==> src/design/jec_pkg.sv <==
// ============================================================================
// jec_pkg
// Shared types and constants for the JSON envelope byte checker.
// ============================================================================
package jec_pkg;

    localparam int DocCountWidth  = 25;
    localparam int StrCountWidth  = 17;
    localparam int DepthWidth     = 9;
    localparam int MaxDocWidth    = 24;
    localparam int MaxStrWidth    = 16;
    localparam int MaxDepthWidth  = 8;
    localparam int CfgDataWidth   = 24;
    localparam int CfgIndexWidth  = 2;

    localparam logic [MaxDocWidth-1:0]   MaxDocReset   = 24'd1048576;
    localparam logic [MaxStrWidth-1:0]   MaxStrReset   = 16'd4096;
    localparam logic [MaxDepthWidth-1:0] MaxDepthReset = 8'd64;

    localparam logic [7:0] CharNul       = 8'h00;
    localparam logic [7:0] CharBackslash = 8'h5C;
    localparam logic [7:0] CharQuote     = 8'h22;
    localparam logic [7:0] CharLBrace    = 8'h7B;
    localparam logic [7:0] CharLBracket  = 8'h5B;
    localparam logic [7:0] CharRBrace    = 8'h7D;
    localparam logic [7:0] CharRBracket  = 8'h5D;

    typedef enum logic [2:0] {
        STATUS_OK              = 3'd0,
        STATUS_TOO_LARGE       = 3'd1,
        STATUS_EMBEDDED_NUL    = 3'd2,
        STATUS_DEPTH_EXCEEDED  = 3'd3,
        STATUS_STRING_TOO_LONG = 3'd4
    } status_t;

    typedef enum logic [CfgIndexWidth-1:0] {
        CFG_MAX_DOCUMENT_BYTES = 2'd0,
        CFG_MAX_STRING_BYTES   = 2'd1,
        CFG_MAX_NESTING_DEPTH  = 2'd2
    } cfg_index_t;

    typedef struct packed {
        logic [MaxDocWidth-1:0]   max_document_bytes;
        logic [MaxStrWidth-1:0]   max_string_bytes;
        logic [MaxDepthWidth-1:0] max_nesting_depth;
    } cfg_t;

    typedef struct packed {
        logic [7:0] data_byte;
        logic       last_byte;
    } item_t;

endpackage

==> src/design/jec_scan.sv <==
// ============================================================================
// jec_scan
// Document state registers and the per-byte scan logic.
// ============================================================================
module jec_scan (
    input  logic              clk,
    input  logic              rst_n,
    input  jec_pkg::cfg_t     cfg,
    input  jec_pkg::item_t    item,
    input  logic              advance,
    output jec_pkg::status_t  status
);

    logic [jec_pkg::DocCountWidth-1:0] doc_count_reg, doc_count_next;
    logic [jec_pkg::StrCountWidth-1:0] str_count_reg, str_count_next;
    logic [jec_pkg::DepthWidth-1:0]    depth_reg, depth_next;
    logic                              in_str_reg, in_str_next;
    logic                              esc_reg, esc_next;
    jec_pkg::status_t                  err_reg, err_next;
    logic [jec_pkg::StrCountWidth-1:0] str_count_inc;
    logic [jec_pkg::DepthWidth-1:0]    depth_inc;

    assign str_count_inc = str_count_reg + 1'b1;
    assign depth_inc     = depth_reg + 1'b1;

    always_comb
    begin
        doc_count_next = (&doc_count_reg) ? doc_count_reg : doc_count_reg + 1'b1;
        str_count_next = str_count_reg;
        depth_next     = depth_reg;
        in_str_next    = in_str_reg;
        esc_next       = esc_reg;
        err_next       = err_reg;
        if (err_reg == jec_pkg::STATUS_OK)
        begin
            if (item.data_byte == jec_pkg::CharNul)
            begin
                err_next = jec_pkg::STATUS_EMBEDDED_NUL;
            end
            else if (in_str_reg)
            begin
                if (!esc_reg && item.data_byte == jec_pkg::CharQuote)
                begin
                    in_str_next = 1'b0;
                end
                else
                begin
                    esc_next       = !esc_reg && (item.data_byte == jec_pkg::CharBackslash);
                    str_count_next = str_count_inc;
                    if (str_count_inc > {1'b0, cfg.max_string_bytes})
                        err_next = jec_pkg::STATUS_STRING_TOO_LONG;
                end
            end
            else if (item.data_byte == jec_pkg::CharQuote)
            begin
                in_str_next    = 1'b1;
                esc_next       = 1'b0;
                str_count_next = '0;
            end
            else if (item.data_byte inside {jec_pkg::CharLBrace, jec_pkg::CharLBracket})
            begin
                depth_next = depth_inc;
                if (depth_inc > {1'b0, cfg.max_nesting_depth})
                    err_next = jec_pkg::STATUS_DEPTH_EXCEEDED;
            end
            else if (item.data_byte inside {jec_pkg::CharRBrace, jec_pkg::CharRBracket}
                     && depth_reg != '0)
            begin
                depth_next = depth_reg - 1'b1;
            end
        end
        if (doc_count_next > {1'b0, cfg.max_document_bytes})
            status = jec_pkg::STATUS_TOO_LARGE;
        else
            status = err_next;
    end

    always_ff @(posedge clk or negedge rst_n)
    begin
        if (!rst_n)
        begin
            doc_count_reg <= '0;
            str_count_reg <= '0;
            depth_reg     <= '0;
            in_str_reg    <= 1'b0;
            esc_reg       <= 1'b0;
            err_reg       <= jec_pkg::STATUS_OK;
        end
        else if (advance)
        begin
            if (item.last_byte)
            begin
                doc_count_reg <= '0;
                str_count_reg <= '0;
                depth_reg     <= '0;
                in_str_reg    <= 1'b0;
                esc_reg       <= 1'b0;
                err_reg       <= jec_pkg::STATUS_OK;
            end
            else
            begin
                doc_count_reg <= doc_count_next;
                str_count_reg <= str_count_next;
                depth_reg     <= depth_next;
                in_str_reg    <= in_str_next;
                esc_reg       <= esc_next;
                err_reg       <= err_next;
            end
        end
    end

    a_clear_after_last: assert property (@(posedge clk) disable iff (!rst_n)
        advance && item.last_byte |=>
            doc_count_reg == '0 && depth_reg == '0 && err_reg == jec_pkg::STATUS_OK)
        else $error("document state not cleared after final byte");

    a_error_sticky: assert property (@(posedge clk) disable iff (!rst_n)
        advance && !item.last_byte && err_reg != jec_pkg::STATUS_OK |=>
            err_reg == $past(err_reg) && depth_reg == $past(depth_reg))
        else $error("content error or depth changed after first error");

    a_doc_count_step: assert property (@(posedge clk) disable iff (!rst_n)
        advance && !item.last_byte && !(&doc_count_reg) |=>
            doc_count_reg == $past(doc_count_reg) + 1'b1)
        else $error("document byte count did not advance");

    a_escape_in_string: assert property (@(posedge clk) disable iff (!rst_n)
        esc_reg |-> in_str_reg)
        else $error("escape pending outside a string");

endmodule

==> src/design/jec_out.sv <==
// ============================================================================
// jec_out
// Result register holding one status word for the downstream side.
// ============================================================================
module jec_out (
    input  logic              clk,
    input  logic              rst_n,
    input  logic              load,
    input  jec_pkg::status_t  status_in,
    output logic              free,
    output logic              out_valid,
    input  logic              out_ready,
    output logic [2:0]        status_code
);

    logic             valid_reg;
    jec_pkg::status_t status_reg;

    assign free        = !valid_reg || out_ready;
    assign out_valid   = valid_reg;
    assign status_code = status_reg;

    always_ff @(posedge clk or negedge rst_n)
    begin
        if (!rst_n)
            valid_reg <= 1'b0;
        else if (load)
            valid_reg <= 1'b1;
        else if (out_ready)
            valid_reg <= 1'b0;
    end

    always_ff @(posedge clk)
    begin
        if (load)
            status_reg <= status_in;
    end

endmodule

==> src/design/json_envelope_byte_checker_top.sv <==
// ============================================================================
// json_envelope_byte_checker_top
// JSON envelope byte checker: one status word per document.
// ============================================================================
// Usage:
//   Input channel (in_valid/in_ready, data_byte, last_byte) takes one byte of
//   the document per word; last_byte marks the final byte. Output channel
//   (out_valid/out_ready, status_code) returns one status word per document,
//   only for the final byte.
//   Each byte waits in the input register, where the scan logic
//   updates the document state; a final byte loads the result register.
//   The status passes through the input register and then the result
//   register before it is offered on the output channel.
//   Throughput: one byte per cycle, bounded by the input register handing
//   off to the state registers and by final bytes that wait (see below).
//   When the receiver stalls with a status pending, non-final bytes still
//   flow; a following final byte waits in the input register until the
//   result register frees up. Reset clears document state, the pipeline
//   valids and sets the limit registers to their defaults. Limits are
//   written through cfg_write, cfg_index and cfg_data by the user only
//   while no document is in flight; the block itself does not enforce it.
// ============================================================================
module json_envelope_byte_checker_top (
    input  logic                                clk,
    input  logic                                rst_n,
    input  logic                                cfg_write,
    input  logic [jec_pkg::CfgIndexWidth-1:0]   cfg_index,
    input  logic [jec_pkg::CfgDataWidth-1:0]    cfg_data,
    input  logic                                in_valid,
    output logic                                in_ready,
    input  logic [7:0]                          data_byte,
    input  logic                                last_byte,
    output logic                                out_valid,
    input  logic                                out_ready,
    output logic [2:0]                          status_code
);

    jec_pkg::cfg_t    cfg_reg;
    jec_pkg::item_t   item_reg;
    logic             item_valid_reg;
    logic             advance;
    logic             out_free;
    jec_pkg::status_t status;

    always_ff @(posedge clk or negedge rst_n)
    begin
        if (!rst_n)
        begin
            cfg_reg.max_document_bytes <= jec_pkg::MaxDocReset;
            cfg_reg.max_string_bytes   <= jec_pkg::MaxStrReset;
            cfg_reg.max_nesting_depth  <= jec_pkg::MaxDepthReset;
        end
        else if (cfg_write)
        begin
            case (cfg_index)
                jec_pkg::CFG_MAX_DOCUMENT_BYTES:
                    cfg_reg.max_document_bytes <= cfg_data[jec_pkg::MaxDocWidth-1:0];
                jec_pkg::CFG_MAX_STRING_BYTES:
                    cfg_reg.max_string_bytes <= cfg_data[jec_pkg::MaxStrWidth-1:0];
                jec_pkg::CFG_MAX_NESTING_DEPTH:
                    cfg_reg.max_nesting_depth <= cfg_data[jec_pkg::MaxDepthWidth-1:0];
                default:
                    ;
            endcase
        end
    end

    assign advance  = item_valid_reg && (!item_reg.last_byte || out_free);
    assign in_ready = !item_valid_reg || advance;

    always_ff @(posedge clk or negedge rst_n)
    begin
        if (!rst_n)
            item_valid_reg <= 1'b0;
        else if (in_ready)
            item_valid_reg <= in_valid;
    end

    always_ff @(posedge clk)
    begin
        if (in_ready && in_valid)
        begin
            item_reg.data_byte <= data_byte;
            item_reg.last_byte <= last_byte;
        end
    end

    jec_scan u_scan (
        .clk     (clk),
        .rst_n   (rst_n),
        .cfg     (cfg_reg),
        .item    (item_reg),
        .advance (advance),
        .status  (status)
    );

    jec_out u_out (
        .clk         (clk),
        .rst_n       (rst_n),
        .load        (advance && item_reg.last_byte),
        .status_in   (status),
        .free        (out_free),
        .out_valid   (out_valid),
        .out_ready   (out_ready),
        .status_code (status_code)
    );

    a_item_held: assert property (@(posedge clk) disable iff (!rst_n)
        item_valid_reg && !advance |=> item_valid_reg && $stable(item_reg))
        else $error("input register lost a stalled byte");

    a_last_waits: assert property (@(posedge clk) disable iff (!rst_n)
        advance && item_reg.last_byte |=> out_valid)
        else $error("final byte advanced without loading a status");

    a_no_overwrite: assert property (@(posedge clk) disable iff (!rst_n)
        out_valid && !out_ready |=> !$past(advance && item_reg.last_byte))
        else $error("status loaded over a pending one");

endmodule
==> config.mk <==
export PLATFORM = sky130hd
export DESIGN_NAME = json_envelope_byte_checker_top
export DESIGN_NICKNAME = d
export VERILOG_FILES = /design/src/design/jec_pkg.sv /design/src/design/jec_scan.sv /design/src/design/jec_out.sv /design/src/design/json_envelope_byte_checker_top.sv
export SDC_FILE = /design/constraint.sdc
export NUM_CORES = 1
export LEC_CHECK = 0
export ABC_AREA = 1
export BUFFER_PORTS_ARGS = -buffer_cell sky130_fd_sc_hd__buf_2
export CORE_ASPECT_RATIO = 0.8
export CORE_MARGIN = 2
export CORE_UTILIZATION = 30
export CTS_CLUSTER_SIZE = 8
export DETAILED_ROUTE_END_ITERATION = 16
export PLACE_DENSITY = 0.41
export REMOVE_ABC_BUFFERS = 1
export SYNTH_ARGS = -nofsm -noshare
export SYNTH_HDL_FRONTEND = slang
export SYNTH_SLANG_ARGS = --single-unit
==> constraint.sdc <==
create_clock -name clk -period 5.7 [get_ports clk]
set_clock_uncertainty 0.1 [all_clocks]
set_input_delay 0.57 -clock clk [delete_from_list [all_inputs] [get_ports clk]]
set_output_delay 0.57 -clock clk [all_outputs]
set_load 0.05 [all_outputs]
==> reports/results.ini, run 1 <==
[outcome]
status = complete, no violations

[clocking]
cts_buffers = 17
h-tree-depth = 4
cts_sinks = 118
cts_hold_buffers = 0
clk_latency_ps = 420
post_cts_buffers = 0
cts_tree = built
cts.clk_slew.worst_paths_ps = 60
cts_buffer_depth = 2
cts_resized = 0
cts-root-buf = clkbuf_16

[timing]
setup_violations = 0
fmax_mhz = 277
tightest_slew_ps = 1090
timing_hold_violations_final = 0
relSlewSlack_pct = 27.4
rsz0062_at_grt = false
setup_tns_ps = 0
finalMaxSlewViolations = 0
period_share_pct = 63.3
fin_crit_ps = 3610

[grt]
overflow = 0
grt_pass1_vias = 5714
antenna_found_initial = 0
grt_start_max_net_pins = 69
grt_pass1_wl_mm = 31.5
grt_usage_pct = 16.1

[drt]
viasPerCell = 4.55
ant_nets = 0
drtPass1Iterations = 5
drcViolationCount = 0
wl_per_cell_um = 15.1
drt_iter0_markers = 268
vias = 5832
drt_wl_total_mm = 19.4

[pwr]
leakage_uw = 0.00426
seqPwrFrac_pct = 37.8
p_sw_uw = 828
combinationalPowerShare_pct = 20.8
total_power_uw = 2700
power_density_mw_per_mm2 = 316
sw_frac_of_total_pct = 30.7
p_clk_share_pct = 41.4
vdd_drop_max_mv = 0.193
intPower_uw = 1870

[setup_path]
crit_arrival_ps = 3770
end_kind = register
crit_type = register to register
critPathMaxFanout = 5
cp_data_required_time_ps = 5860
start_kind = register

[placed_design]
dp_hpwl_mm = 14.5
gp_congestion = 0.826
port_buffers = 44

[layout]
antenna_cells = 0
largest_reg_flops = 48
syn_to_final_growth_pct = 15.9
drive_gt1_share_pct = 13.8
nets = 1043

[floorplanning]
io_pins = 45
initial_core_util_pct = 30.4
die-area_mm2 = 0.0258
die_x_um = 179
core_mm2 = 0.0242
rows = 51
die-height_um = 144

[min_path]
min_path_type = input port to async pin

[logic_synthesis]
ys_seq_area_share_pct = 41.0
ys_ff_latch = 118
yosys.cell_types.count = 48
ys_warn_count = 0
syn_area_mm2 = 0.00737
synthCells = 900
avgSynthCellArea_um2 = 8.18

[run]
cap_violations = 0

-- power by group through the flow --
stage / clock, uW / combinational (uW) / sequential (uW)
6_report: 1120 / 561 / 1020
5_1_grt: 1190 / 662 / 1030
4_1_cts: 1150 / 569 / 1020
3_5_place_dp: 0 / 565 / 1030
3_3_place_gp: 0 / 571 / 1030
2_1_floorplan: 0 / 405 / 1020
-- cell usage in the layout (no fill, tap or decap), types with 9 or more instances in the layout --
| cell | n |
|---|---|
| nor3_1 | 10 |
| edfxtp_1 | 12 |
| nor2_1 | 51 |
| a22o_1 | 9 |
| inv_1 | 157 |
| buf_2 | 43 |
| o22ai_1 | 18 |
| nor4_1 | 9 |
| ha_1 | 53 |
| dfrtp_1 | 103 |
| clkbuf_16 | 17 |
| o21ai_1 | 13 |
| xor2_1 | 33 |
| nand4_1 | 24 |
| o21ai_0 | 70 |
| nand2_1 | 178 |
| a21oi_1 | 38 |
| nand3_1 | 28 |
-- final cells by class --
type,instances,area [um^2]
Multi-Input combinational cell,600,3650
Clock buffer,19,433
Sequential cell,118,3020
Inverter,165,619
Fill cell,2583,15700
Tap cell,318,398
Timing Repair Buffer,48,253
Clock inverter,13,161
-- layer usage --
metal	share of wire, %	vias to the layer above	GRT usage, %
li1	-	3053	-
met1	58	2679	25.7
met2	38	94	21.4
met3	3.6	6	3.29
met4	0.47	0	4.20
met5	0	-	0
-- synth_stat cells (all sizes together) --
cell type	count	area (um^2)
nand2	188	741
inv	165	619
dfrtp	103	2580
o21ai	84	424
nor2	64	303
ha	53	663
a21oi	39	199
nand3	36	230
xor2	35	322
nand4	25	163
o22ai	19	125
nor3	15	106
nor4	14	154
clkbuf	13	48.8
edfxtp	12	360
a22o	9	78.8
buf	4	32.5
dfstp	3	78.8
xnor2	3	26.3
a21o	2	15.0
a31oi	2	12.5
nand3b	2	15.0
o211ai	2	15.0
or2	2	12.5
a211oi	1	7.51
and2	1	6.26
nor2b	1	6.26
o2111ai	1	8.76
o21a	1	7.51
o21bai	1	7.51
-- stage by stage --
step	instances	worst slack, ps	cell area, um^2	utilization, %	hold WS, ps
2_1_floorplan	883	2840	7280	-	174
3_3_place_gp	1249	2110	7940	32.7	370
3_5_place_dp	1249	2130	7940	32.7	374
4_1_cts	1281	2090	8530	35.2	45.5
5_1_grt	1281	1810	8530	35.2	67.5
6_report	1281	2090	8530	35.2	29.9
-- cells by family after synthesis --
logic type	share of synthesized area (%)
adders and majority gates	9.00
and+or+nand+nor	23.6
AOI/OAI and AO/OA	12.2
xor gates and xnor gates	4.72
buffers and inverters	9.51
DFF	41.0
-- worst paths after layout --
kind	startpoint	to	slack, ps	depth (start not counted)
worst max-delay path	u_scan.doc_count_reg[0]	u_out.status_code[1]	2090	18
worst min-delay path	rst_n	u_scan.depth_reg[1]	30	1
worst max register to register	u_scan.doc_count_reg[0]	u_out.status_code[1]	2090	18
worst min register to register	cfg_reg[18]	cfg_reg[18]	380	2
max in group asynchronous	rst_n	u_scan.doc_count_reg[21]	4120	2
min in group clk	data_byte[6]	item_reg[7]	220	1
-- worst max-delay path, stage by stage, from the launching register on --
cell	delay, ps
dfrtp_1	440
ha_1	260
nand3_2	120
inv_2	40
nand2_2	110
nor2_4	50
nand4_2	90
nor2_4	60
nor2_2	180
nand3_4	120
o21ai_0	180
nand2_1	90
ha_1	330
nand4_1	180
nor3_1	290
nand4_1	220
nor4_1	310
nor2_1	120
a21oi_1	140
(Power assumes the default switching activity.)
==> inputs of run 2 (changes only) <==
clock period = 3.7 ns   (was 5.7 ns; I/O delays follow)
==> run 2 against run 1 <==
  * Combinational power is 58% higher
  * Cell count increased by 1.0%
  * Largest power group is now registers
  * Die area stayed put
  * Register-to-register slack got worse by 1700 ps
  * Largest cell class unchanged
==> reports/results.ini, run 2 (synthesis gave the netlist of run 1 again) <==
[floorplanning]
initial_core_util_pct = 30.4
io_pins = 45
die-height_um = 144
die_x_um = 179
core_mm2 = 0.0242
die-area_mm2 = 0.0258
rows = 51

[pwr]
seqPwrFrac_pct = 39.1
sw_frac_of_total_pct = 32.3
p_sw_uw = 1300
p_clk_share_pct = 38.9
total_power_uw = 4010
vdd_drop_max_mv = 0.296
leakage_uw = 0.00430
intPower_uw = 2710
combinationalPowerShare_pct = 22.1
power_density_mw_per_mm2 = 465

[layout]
final_cell_mix = nand2_1, inv_1, dfrtp_1
drive_gt1_share_pct = 14.4
largest_reg_flops = 48
antenna_cells = 0
nets = 1056
layout_commonest_cell = nand2_1
multiInputGateArea_mm2 = 0.00366
regArea_mm2 = 0.00302
syn_to_final_growth_pct = 17.1
fillCellCount = 2545

[setup_path]
critPathSlowestCell = dfrtp_1
critPathMaxStageDelay_ps = 440
rrSetupSlack_ps = 370
cp-startpoint = u_scan.doc_count_reg[0]
cp_data_required_time_ps = 3880
worstRegToRegCells = 18
path_cells = ha_1 > nand3_2 > inv_2 > nand2_2 > nor2_4 > nand4_2 > nor2_4 > nor2_2 > nand3_4 > o21ai_0 > nand2_1 > ha_1 > nand4_1 > nor3_2 > nand4_1 > nor4_2 > nor2_1 > a21oi_1
start_kind = register
end_kind = register
crit_arrival_ps = 3510
reg2reg_to = u_out.status_code[1]
crit_path_end = u_out.status_code[1]
critPathMaxFanout = 5
crit_type = register to register
reg2reg_from = u_scan.doc_count_reg[0]

[timing]
relSlewSlack_pct = 21.6
finalMaxSlewViolations = 0
setup_violations = 0
setup_tns_ps = 0
fin_crit_ps = 3330
rsz0062_at_grt = false
timing_hold_violations_final = 0
tightest_slew_ps = 1170
fmax_mhz = 301
period_share_pct = 89.9

[grt]
overflow = 0
grt_pass1_wl_mm = 31.6
grt_usage_pct = 16.2
grt_pass1_vias = 5673
grt_start_max_net_pins = 50
antenna_found_initial = 0

[drt]
drcViolationCount = 0
wl_per_cell_um = 14.9
drt_wl_total_mm = 19.3
vias = 5893
viasPerCell = 4.55
drt_iter0_markers = 428
ant_nets = 0
drtPass1Iterations = 5

[run]
cap_violations = 0

[outcome]
status = complete, no violations

[min_path]
min_path_type = input port to register

[clocking]
clk_latency_ps = 430
post_cts_buffers = 0
cts.clk_slew.worst_paths_ps = 60
cts-root-buf = clkbuf_16
cts_sinks = 118
cts_tree = built
cts_buffer_depth = 2
h-tree-depth = 4
cts_buffers = 17

[placed_design]
dp_hpwl_mm = 14.6
port_buffers = 44
gp_congestion = 0.828

run 2: cell types whose count changed in the layout (fill, tap and decap cells not counted), moves of 2 or more:
cell           change
buf_4              +2
bufinv_16          -3
clkbuf_1           +2
clkinv_1           -5
clkinv_2           +3
dlygate4sd3_1     +10
run 2: what timing repair did:
| item | in CTS | in global routing |
|---|---|---|
| hold endpoints to repair | 39 | 0 |
| resized for setup | 0 | 2 |
| hold buffers | 10 | 0 |
| endpoints found under the setup margin | 0 | 3 |
run 2: how the worst min path moves through the flow:
| stage | end | slack (ps) | from | depth (start not counted) |
|---|---|---|---|---|
| after floorplan | cfg_reg[0] | -30 | rst_n | 0 |
| after global placement | u_scan.depth_reg[3] | 260 | rst_n | 1 |
| after detailed placement | u_scan.depth_reg[3] | 260 | rst_n | 1 |
| after CTS | item_valid_reg | 30 | in_valid | 3 |
| after global routing | item_valid_reg | 70 | in_valid | 3 |
| final | item_valid_reg | 50 | in_valid | 3 |
run 2: routing by layer:
layer / vias up / part of all wire (%) / GRT usage [%]
met5: - / 0 / 0
met1: 2689 / 57 / 25.8
met3: 20 / 4.0 / 3.18
li1: 3081 / - / -
met4: 0 / 1.2 / 5.09
met2: 103 / 38 / 21.3
run 2: final cells by class:
type	count	area share, %
well taps	318	4.61
repair buffers	61	4.50
multi-input cells	600	42.5
inverters	165	7.18
clock inverters	10	0.972
flip-flops and latches	118	35.0
clock buffers	22	5.27
run 2: stage by stage:
stage | setup WS, ps | instances | utilization (%) | cell area [um^2] | hold WS [ps]
finish | 375 | 1294 | 35.6 | 8620 | 52.6
global route | 27.9 | 1294 | 35.6 | 8620 | 66.2
CTS | 267 | 1294 | 35.5 | 8610 | 29.9
detailed placement | 312 | 1252 | 32.9 | 7980 | 260
global placement | 332 | 1252 | 32.9 | 7980 | 258
floorplan | 839 | 883 | - | 7280 | -25.6
run 2: critical path, delay by kind of cell, from the launching register on:
| kind | cells | cell delay (ps) |
|---|---|---|
| compound gates | 2 | 280 |
| simple gates | 13 | 1710 |
| fa+ha+maj | 2 | 580 |
| flops | 1 | 440 |
| buf+inv | 1 | 40 |
run 2: power groups by stage:
stage	clock network [uW]	logic (uW)	registers [uW]
detailed placement	0	878	1590
CTS	1600	892	1570
finish	1560	884	1570
floorplan	0	624	1570
global placement	0	885	1590
global route	1650	1040	1590
==> inputs of run 3 (changes only) <==
--- a/config.mk
+++ b/config.mk
@@ -13,4 +13,5 @@
 export CTS_CLUSTER_SIZE = 8
 export DETAILED_ROUTE_END_ITERATION = 16
+export GPL_TIMING_DRIVEN = 0
 export PLACE_DENSITY = 0.41
 export REMOVE_ABC_BUFFERS = 1
==> constraint.sdc (replaced) <==
create_clock -name clk -period 3.7 [get_ports clk]
set_clock_uncertainty 0.1 [all_clocks]
set_input_delay 0.74 -clock clk [delete_from_list [all_inputs] [get_ports clk]]
set_output_delay 0.74 -clock clk [all_outputs]
set_load 0.05 [all_outputs]
==> run 3 against run 2 <==
  * Largest cell class unchanged
  * Setup slack got worse by 83 ps
  * Largest power group is now clock
  * Worst hold slack improved by 52 ps
  * Cell count fell by 1.0%
  * Power rose by 5.2%
  * Critical endpoint unchanged
==> reports/results.ini, run 3 (synthesis gave the netlist of run 1 again) <==
[outcome]
status = complete, no violations

[drt]
vias = 5879
drt_iter0_markers = 389
drcViolationCount = 0
viasPerCell = 4.59
drt_wl_total_mm = 18.9
ant_nets = 0
drtPass1Iterations = 5
wl_per_cell_um = 14.7

[layout]
fin_util_pct = 35.6
largest_reg_flops = 48
syn_to_final_growth_pct = 17.2
final_cells = 1281
final_cell_mix = nand2_1, inv_1, dfrtp_1
layout_commonest_cell = nand2_1
drive_gt1_share_pct = 14.8
antenna_cells = 0
nets = 1043

[placed_design]
detailedPlace.worstSlack_ps = -17.1
port_buffers = 44
dp_hpwl_mm = 14.2
dp_cells = 1248
gp_congestion = 0.813

[pwr]
power_density_mw_per_mm2 = 489
vdd_drop_max_mv = 0.295
leakage_uw = 0.00429

[timing]
fin_crit_ps = 3410
tightest_slew_ps = 1130
setup_violations = 0
period_share_pct = 92.1
setup_tns_ps = 0
timing_hold_violations_final = 0
rsz0062_at_grt = false
relSlewSlack_pct = 24.5
final.setup.worst_slack_ps = 292
fmax_mhz = 293
finalMaxSlewViolations = 0

[clocking]
cts.clk_slew.worst_paths_ps = 60
cts-root-buf = clkbuf_16
cts_tree = built
cts_hold_buffers = 0
h-tree-depth = 4
cts_buffer_depth = 2
cts_buffers = 17
clk_latency_ps = 420
cts_sinks = 118

[min_path]
min_path_type = input port to async pin

[grt]
antenna_found_initial = 0
grt_pass1_wl_mm = 31.0
overflow = 0
grt_usage_pct = 15.8
grt_start_max_net_pins = 77
grt_pass1_vias = 5708

[floorplanning]
die-area_mm2 = 0.0258
rows = 51
io_pins = 45
die_x_um = 179
die-height_um = 144
core_mm2 = 0.0242
initial_core_util_pct = 30.4

[setup_path]
cp-startpoint = u_scan.doc_count_reg[0]
worstRegToRegCells = 18
end_kind = register
cp_data_required_time_ps = 3870
crit_arrival_ps = 3580
crit_type = register to register
start_kind = register
crit_path_end = u_out.status_code[1]
rrSetupSlack_ps = 290
reg2reg_to = u_out.status_code[1]
reg2reg_from = u_scan.doc_count_reg[0]
critPathMaxFanout = 5

[run]
cap_violations = 0

[run 3: cell types whose count changed in the layout (fill, tap and decap cells not counted), moves of 2 or more]
cell           delta
bufinv_16         +3
buf_4             -6
dlygate4sd3_1    -10
clkinv_2          -2
inv_2             -2
[run 3: worst max-delay path, stage by stage, from the launching register on]
cell and delay (ps):
dfrtp_2 450, ha_1 250, nand3_2 130, inv_2 40, nand2_2 120, nor2_4 50, nand4_2 90, nor2_4 60
nor2_2 180, nand3_4 110, o21ai_0 160, nand2_1 90, ha_1 330, nand4_1 150, nor3_1 260, nand4_1 190
nor4_2 220, nor2_1 120, a21oi_1 140
[run 3: area by class of cell]
| class | instances | area (um^2) |
|---|---|---|
| clock buffer | 23 | 468 |
| clock inverter | 9 | 150 |
| fill | 2554 | 15600 |
| inverter | 165 | 623 |
| multi-input combinational | 600 | 3680 |
| sequential | 118 | 3020 |
| tap | 318 | 398 |
| timing repair buffer | 48 | 297 |
[run 3: power breakdown]
| part | switching [uW] | internal [uW] | total (uW) | leakage, uW |
|---|---|---|---|---|
| Clock | 611 | 1160 | 1770 | 0.000297 |
| Sequential | 113 | 1450 | 1570 | 0.00149 |
| Combinational | 557 | 324 | 881 | 0.00250 |
[run 3: per-layer routing]
metal | global-route usage [%] | routed length (um)
met2 | 20.8 | 7140
met3 | 3.18 | 629
met5 | 0 | 0
met4 | 3.95 | 163
met1 | 25.5 | 10900
[run 3: worst min-delay path by stage]
stage / from / slack, ps / cells after the start / endpoint
after floorplan: rst_n / 340 / 0 / cfg_reg[0]
after global placement: cfg_reg[32] / 370 / 2 / cfg_reg[32]
after detailed placement: cfg_reg[36] / 380 / 2 / cfg_reg[36]
after CTS: rst_n / 100 / 1 / u_scan.depth_reg[6]
after global routing: rst_n / 110 / 1 / item_valid_reg
final: rst_n / 100 / 1 / u_scan.depth_reg[6]
[run 3: metrics by stage]
stage	total power (uW)	hold slack [ps]	instance area [um^2]
global route	4480	110	8630
CTS	4250	96.3	8600
detailed placement	2460	375	7980
global placement	2460	369	7900
finish	4220	105	8630
floorplan	2190	344	7280
[run 3: what timing repair did]
action                                  CTS  global route
gates resized for setup                   0             8
buffers inserted                          0             1
endpoints found under the setup margin    0             9
